--- config.mk ---
export PLATFORM = sky130hd
export DESIGN_NAME = rfhb_queue
export DESIGN_NICKNAME = d
export VERILOG_FILES = /design/src/hdl/rfhb_pkg.sv /design/src/hdl/rfhb_queue.sv
export SDC_FILE = /design/constraint.sdc
export NUM_CORES = 1
export LEC_CHECK = 0
export BUFFER_PORTS_ARGS = -buffer_cell sky130_fd_sc_hd__buf_2
export CAP_MARGIN = 20
export CORE_ASPECT_RATIO = 0.8
export CORE_UTILIZATION = 59
export CTS_BUF_LIST = sky130_fd_sc_hd__clkbuf_4
export DETAILED_ROUTE_END_ITERATION = 10
export PLACE_DENSITY = 0.88
export SLEW_MARGIN = 20
export SYNTH_ARGS = -nofsm -noshare
export SYNTH_HDL_FRONTEND = slang
export SYNTH_SLANG_ARGS = --single-unit
--- constraint.sdc ---
create_clock -name clock -period 9.2 [get_ports clock]
set_input_delay 0 -clock clock [delete_from_list [all_inputs] [get_ports clock]]
set_output_delay 0 -clock clock [all_outputs]
set_load 0.02 [all_outputs]
--- src/hdl/rfhb_pkg.sv ---
`timescale 1ns / 1ps
// ----------------------------------------------------------------------------
// rfhb_pkg
// Shared types, widths and register codes of the radial falloff height brush.
// ----------------------------------------------------------------------------
package rfhb_pkg;

   // fixed point and field widths
   localparam int FRAC_BITS  = 16;
   localparam int COORD_W    = 16;
   localparam int HEIGHT_W   = 32;
   localparam int RAD_W      = 28;
   localparam int OUTER_W    = RAD_W + 1;
   localparam int SQ_W       = 2 * OUTER_W;
   localparam int OFS_W      = HEIGHT_W + 2;
   localparam int AXIS_W     = 31;
   localparam int SUM_W      = 2 * AXIS_W;
   localparam int INFL_W     = FRAC_BITS + 1;
   localparam int ROOT_STEPS = OUTER_W;
   localparam int PROD_W     = INFL_W + 1 + HEIGHT_W;
   localparam int MPROD_W    = 2 * HEIGHT_W + 1;
   localparam int RES_W      = MPROD_W - FRAC_BITS + 1;
   localparam logic [OFS_W-1:0] FAR_LIMIT = OFS_W'(1) << 30;

   // configuration port
   localparam int CSR_IDX_W  = 3;
   localparam int CSR_DATA_W = 32;
   localparam logic [CSR_IDX_W-1:0] CSR_CENTRE_X      = 3'd0;
   localparam logic [CSR_IDX_W-1:0] CSR_CENTRE_Z      = 3'd1;
   localparam logic [CSR_IDX_W-1:0] CSR_INNER_RADIUS  = 3'd2;
   localparam logic [CSR_IDX_W-1:0] CSR_FALLOFF_WIDTH = 3'd3;
   localparam logic [CSR_IDX_W-1:0] CSR_STRENGTH      = 3'd4;
   localparam logic [CSR_IDX_W-1:0] CSR_BRUSH_MODE    = 3'd5;
   localparam logic [CSR_IDX_W-1:0] CSR_TARGET_LEVEL  = 3'd6;

   localparam logic MODE_ELEVATE = 1'b0;
   localparam logic MODE_FLATTEN = 1'b1;

   // queue between front and back
   localparam int QUEUE_DEPTH = 2;
   localparam int QPTR_W      = 1;
   localparam int QCNT_W      = 2;

   typedef struct packed {
      logic signed [COORD_W-1:0]  cell_x;
      logic signed [COORD_W-1:0]  cell_z;
      logic signed [HEIGHT_W-1:0] base_height;
   } req_type;

   typedef struct packed {
      logic signed [HEIGHT_W-1:0] new_height;
      logic                       touched;
      logic                       overflowed;
   } rsp_type;

   typedef struct packed {
      logic signed [HEIGHT_W-1:0] centre_x;
      logic signed [HEIGHT_W-1:0] centre_z;
      logic [RAD_W-1:0]           inner_radius;
      logic [RAD_W-1:0]           falloff_width;
      logic signed [HEIGHT_W-1:0] strength;
      logic                       brush_mode;
      logic signed [HEIGHT_W-1:0] target_level;
   } cfg_type;

   // classified cell handed from front to back
   typedef struct packed {
      logic [SQ_W-1:0]            dist_sq;
      logic                       in_core;
      logic                       touched;
      logic signed [HEIGHT_W-1:0] base;
   } cell_type;

   typedef struct packed {
      logic full;
      logic empty;
   } qstat_type;

endpackage

--- src/hdl/rfhb_queue.sv ---
`timescale 1ns / 1ps
// ----------------------------------------------------------------------------
// rfhb_queue
// Two-entry queue of classified cells between front and back.
// ----------------------------------------------------------------------------
module rfhb_queue (
   input  logic               clock,
   input  logic               reset,
   input  logic               push,
   input  rfhb_pkg::cell_type push_item,
   input  logic               pop,
   output rfhb_pkg::cell_type head,
   output rfhb_pkg::qstat_type qstat
);
   import rfhb_pkg::*;

   cell_type            mem_ff [QUEUE_DEPTH];
   logic [QPTR_W-1:0]   wr_ptr_ff, rd_ptr_ff;
   logic [QCNT_W-1:0]   count_ff, count_in;

   assign head        = mem_ff[rd_ptr_ff];
   assign qstat.full  = (count_ff == QCNT_W'(QUEUE_DEPTH));
   assign qstat.empty = (count_ff == '0);

   always_comb begin
      count_in = count_ff + QCNT_W'(push) - QCNT_W'(pop);
   end

   // pointers and fill count
   always_ff @(posedge clock) begin
      if (reset) begin
         wr_ptr_ff <= '0;
         rd_ptr_ff <= '0;
         count_ff  <= '0;
      end else begin
         if (push) begin
            wr_ptr_ff <= wr_ptr_ff + 1'b1;
         end
         if (pop) begin
            rd_ptr_ff <= rd_ptr_ff + 1'b1;
         end
         count_ff <= count_in;
      end
   end

   // storage
   always_ff @(posedge clock) begin
      if (push) begin
         mem_ff[wr_ptr_ff] <= push_item;
      end
   end

endmodule

=== Yosys cells after proc, flatten, opt, wreduce, memory -nomap -nowiden ===
Memory sizes are Yosys's and may differ from the RTL's. A register that Yosys moved wholly into a read port is not among the register bits.
Index checks and enable logic that the tools add are counted.

* Logic and storage cells: 14
* Memories: 1
* Memory bits (writable): 184
* Register bits after elaboration: 4
* Output and inout bits: 94

* Add/sub/neg operators: 4
* Mux-type cells: 4
* Reduce and logical (&&, ||, !) cells: 1
* Equal/unequal tests: 1

{| class="wikitable"
|+ Memory list
! memory !! depth !! width !! read ports !! clocked after Yosys merged registers in !! write ports !! line !! text
|-
| mem_ff || 2 || 92 || 1 || 1 || 1 || rfhb_queue.sv:17 || <nowiki>cell_type mem_ff [QUEUE_DEPTH];</nowiki>
|}

{| class="wikitable"
|+ Operator list
! cell !! count
|-
| 2-to-1 mux 1 bit || 4
|-
| adder 1 bit, second input constant || 2
|-
| adder 2 x 1 -> 2 bit || 1
|-
| == test 2 bit, second input constant || 1
|-
| logical NOT 2 bit || 1
|-
| subtractor 2 x 1 -> 2 bit || 1
|}

=== Logic depth before layout (Yosys ltp) ===
* Word-level depth: 3
* Mapped depth: 6

=== Worst setup path after synthesis ===
OpenSTA, ideal clock, no wires.

* Path type: reg2reg
* Start: register wr_ptr_ff
* End: memory mem_ff[0][0] (netlist bit), enable pin
* Slack: 4242 ps
* Path buffers: 0
* Data required time: 8646 ps
* Clock period less this slack: 4958 ps
* Library setup time: 554 ps
* Stages on the path, launching flop included: 2
* Arrival time: 4403 ps
* Cell sequence: dfxtp_1 nor2b_1

{| class="wikitable"
|+ RTL lines
! what !! line !! text
|-
| start, declared || rfhb_queue.sv:18 || <nowiki>logic [QPTR_W-1:0] wr_ptr_ff, rd_ptr_ff;</nowiki>
|-
| start signal, assigned || rfhb_queue.sv:37 || <nowiki>wr_ptr_ff <= wr_ptr_ff + 1'b1;</nowiki>
|-
| end, declared || rfhb_queue.sv:17 ||
|}

Straight into the memory's write port.

==> results by group <==
Drt
  – ANT nets after route: 0
  – Wirelength per Cell: about 19 microns
  – Total number of vias: just under 4000
  – 1st-iter DRT viols: approximately 220
  – Routed via count divided by cell count: around 5.1
  – Iteration count of the initial detailed-routing pass: 4
  – Count of unresolved DRC violations after routing: 0
  – Total Wirelength: ~15 mm

Cells and area
  – Number of antenna diodes: 0
  – Commonest cells after routing, fill and taps aside: sky130_fd_sc_hd__buf_2, sky130_fd_sc_hd__edfxtp_1, sky130_fd_sc_hd__dlygate4sd3_1
  – Number of nets in the layout: 703
  – Fraction of final layout cells with drive strength greater than 1: 0.515
  – Most common cell after layout, fill and taps aside: sky130_fd_sc_hd__buf_2
  – Number of fillers in the final layout: between 500 and 600
  – Area added between synthesis and finish: 31.1%
  – Total area of multi-input combinational cells: about 0.0015 sq mm
  – Sequential Area: about 0.0056 sq mm

Clock tree
  – TritonCTS clock tree: done
  – Number of buffers on the longest clock path: 2
  – CTS Buf Count: 17
  – # H-tree levels: 4
  – Clock transition time at the flip-flop clock pins of the worst setup and hold paths: 150 ps
  – Clock Tree Root: sky130_fd_sc_hd__clkbuf_4
  – Gates resized, CTS repair: 0
  – Worst-skew pair later-pin latency: 540 ps
  – Sinks on the clock net: approximately 190

Setup path
  – Minimum setup slack among reg-to-reg paths: approximately 7100 ps
  – Worst setup path category: reg2out
  – Critical Path End: head[58]
  – Critical path arrival: roughly 2800 ps
  – Cell count of the worst reg-to-reg path: 2
  – Startpoint type of the worst setup path: register
  – Critical path peak fanout: 47
  – Startpoint of the worst register-to-register path: wr_ptr_ff$_SDFFE_PP0P_
  – Worst reg2reg endpoint: mem_ff[1][16]$_DFFE_PP_
  – Data required, critical path: 9200 ps
  – Worst Setup End Kind: primary output

Pwr
  – Power density over cell area: 190 mW/mm^2
  – Worst voltage drop across the vdd grid: ~0.00016 V
  – Leak: ~0.0038 uW

STA
  – Actual transition at the worst max-transition pin: around 850 ps
  – Count of endpoints failing setup in the final report: 0
  – Number of max-slew violations in the final report: 0
  – Setup_tns: 0 ps
  – Minimum clock period after layout: ~2800 ps
  – Post-route worst setup slack: 6360 ps
  – Final Hold Vio Count: 0
  – RSZ-0062 raised after global routing: false
  – Final cycle utilization of the critical path: 0.309
  – Worst clock skew: 13.6 ps
  – Max transition margin: 0.432
  – Maximum clock rate: ~350 MHz

Synthesis
  – Sequential fraction of the synthesis area: 0.775
  – Flops & latches, synth: between 150 and 200
  – Total number of yosys warnings: 0
  – Post-synthesis instance area: just over 0.007 sq mm
  – Post-synthesis cell type count: 14
  – Number of standard cells after synthesis: between 300 and 400
  – Syn Nets: just over 400
  – Syn Area/Cell: about 24 sq um

Global routing
  – Grt peak-use layer: met2
  – Maximum number of pins on one net before global-route repair: a little over 50
  – Met1 global-route usage: 0.282
  – Met3 Use GR: 0.0623
  – First-pass GRT wire length: roughly 22 mm
  – Number of antenna violations at the first check in global routing: 0
  – Vias in the first global route: 4100
  – Global-route usage over all layers: 0.236
  – Congestion Overflow GR: 0
  – Met2 Resource Use GR: 0.425

Floorplanning
  – Area of the die: between 0.01 and 0.015 sq mm
  – Starting density of the core: 0.618
  – Core Box Area: roughly 0.012 sq mm
  – Die height: 101 microns
  – Chip Width: 126 microns
  – I/O pin total: 190
  – # rows: 35

Place
  – Worst slack at placement: just under 7000 ps
  – Quantity of I/O buffers inserted on ports: between 150 and 200
  – RePlAce Congestion: about 0.7
  – Half-perimeter wire length after detailed placement: roughly 8 mm

Worst hold path
  – Path class of the lowest-slack min-delay path: in2reg

Job
  – Count of max-cap constraint violations: 0

Status
  – Status: completed
[report_power, final]
part | switching, uW | internal, uW | leakage [uW]
sequential | 26.9 | 1000 | 0.00177
clock | 276 | 192 | 0.000157
combinational | 154 | 151 | 0.00188
total | 456 | 1350 | 0.00380
[worst max-delay path, cell delays in order (launching register included)]
cell                      delay (ps)
sky130_fd_sc_hd__dfxtp_4         900
sky130_fd_sc_hd__buf_4           790
sky130_fd_sc_hd__mux2_4          360
sky130_fd_sc_hd__buf_2           160
[worst min-delay path by stage]
| stage | endpoint | slack (ps) | cells past startpoint | startpoint |
|---|---|---|---|---|
| global placement | mem_ff[0][28]$_DFFE_PP_ | 190 | 1 | push_item[28] |
| finish | mem_ff[0][81]$_DFFE_PP_ | 170 | 2 | push_item[81] |
| CTS | mem_ff[0][85]$_DFFE_PP_ | 140 | 2 | push_item[85] |
| detailed placement | mem_ff[1][75]$_DFFE_PP_ | 190 | 1 | push_item[75] |
| global route | mem_ff[1][28]$_DFFE_PP_ | 110 | 2 | push_item[28] |
| floorplan | count_ff[0]$_SDFF_PP0_ | 70 | 1 | reset |
[synthesized netlist by cell type]
cell	instances	area [sq um]
sky130_fd_sc_hd__nor2b_1	3	18.8
sky130_fd_sc_hd__buf_12	8	160
sky130_fd_sc_hd__xnor3_1	1	22.5
sky130_fd_sc_hd__ha_1	2	25.0
sky130_fd_sc_hd__nor2_1	5	18.8
sky130_fd_sc_hd__mux2_4	80	1200
sky130_fd_sc_hd__buf_6	1	11.3
sky130_fd_sc_hd__and2_1	1	6.26
sky130_fd_sc_hd__xnor2_1	2	17.5
sky130_fd_sc_hd__mux2_2	12	135
sky130_fd_sc_hd__edfxtp_1	184	5530
sky130_fd_sc_hd__inv_1	2	7.51
sky130_fd_sc_hd__buf_2	1	5.00
sky130_fd_sc_hd__dfxtp_1	5	100
[sequential cells by signal, summed over array words and instances, names as in the netlist, named ones only]
name and cells:
count_ff 2, rd_ptr_ff 1, mem_ff 184, wr_ptr_ff 1
[final cells by class]
class / count / area share
inverter: 2 / 0.000789
clock buffer: 18 / 0.0142
clock inverter: 13 / 0.0171
sequential: 189 / 0.592
multi-input combinational: 106 / 0.153
tap: 148 / 0.0195
timing repair buffer: 289 / 0.204
[per-stage QoR]
step | util | cells | hold slack [ps] | area [sq um] | power (uW)
after floorplan | - | 307 | 71.6 | 7250 | 1240
after global placement | 0.703 | 638 | 187 | 8250 | 1300
after detailed placement | 0.703 | 638 | 192 | 8250 | 1320
after CTS | 0.810 | 765 | 136 | 9510 | 1800
after global routing | 0.810 | 765 | 112 | 9510 | 1860
final | 0.810 | 765 | 171 | 9510 | 1800
[logic make-up after synthesis]
logic type	after synthesis	share of synthesized area
AND/OR/NAND/NOR	9	0.00604
XOR/XNOR	3	0.00552
adder cells (fa/ha/maj)	2	0.00345
multiplexers	92	0.184
buffers and inverters	12	0.0254
flip-flops	189	0.775
[repair_timing]
action	in CTS	in global routing
setup endpoints to repair	0	0
hold endpoints to repair	189	0
hold buffers	96	0
buffers inserted	0	0
[per-layer routing]
| metal | share of wire | vias up |
|---|---|---|
| met5 | 0 | - |
| met4 | 0.0078 | 0 |
| met3 | 0.074 | 15 |
| met2 | 0.52 | 197 |
| met1 | 0.39 | 1915 |
| li1 | - | 1807 |
No activity file was read; power rests on OpenSTA's default activity.
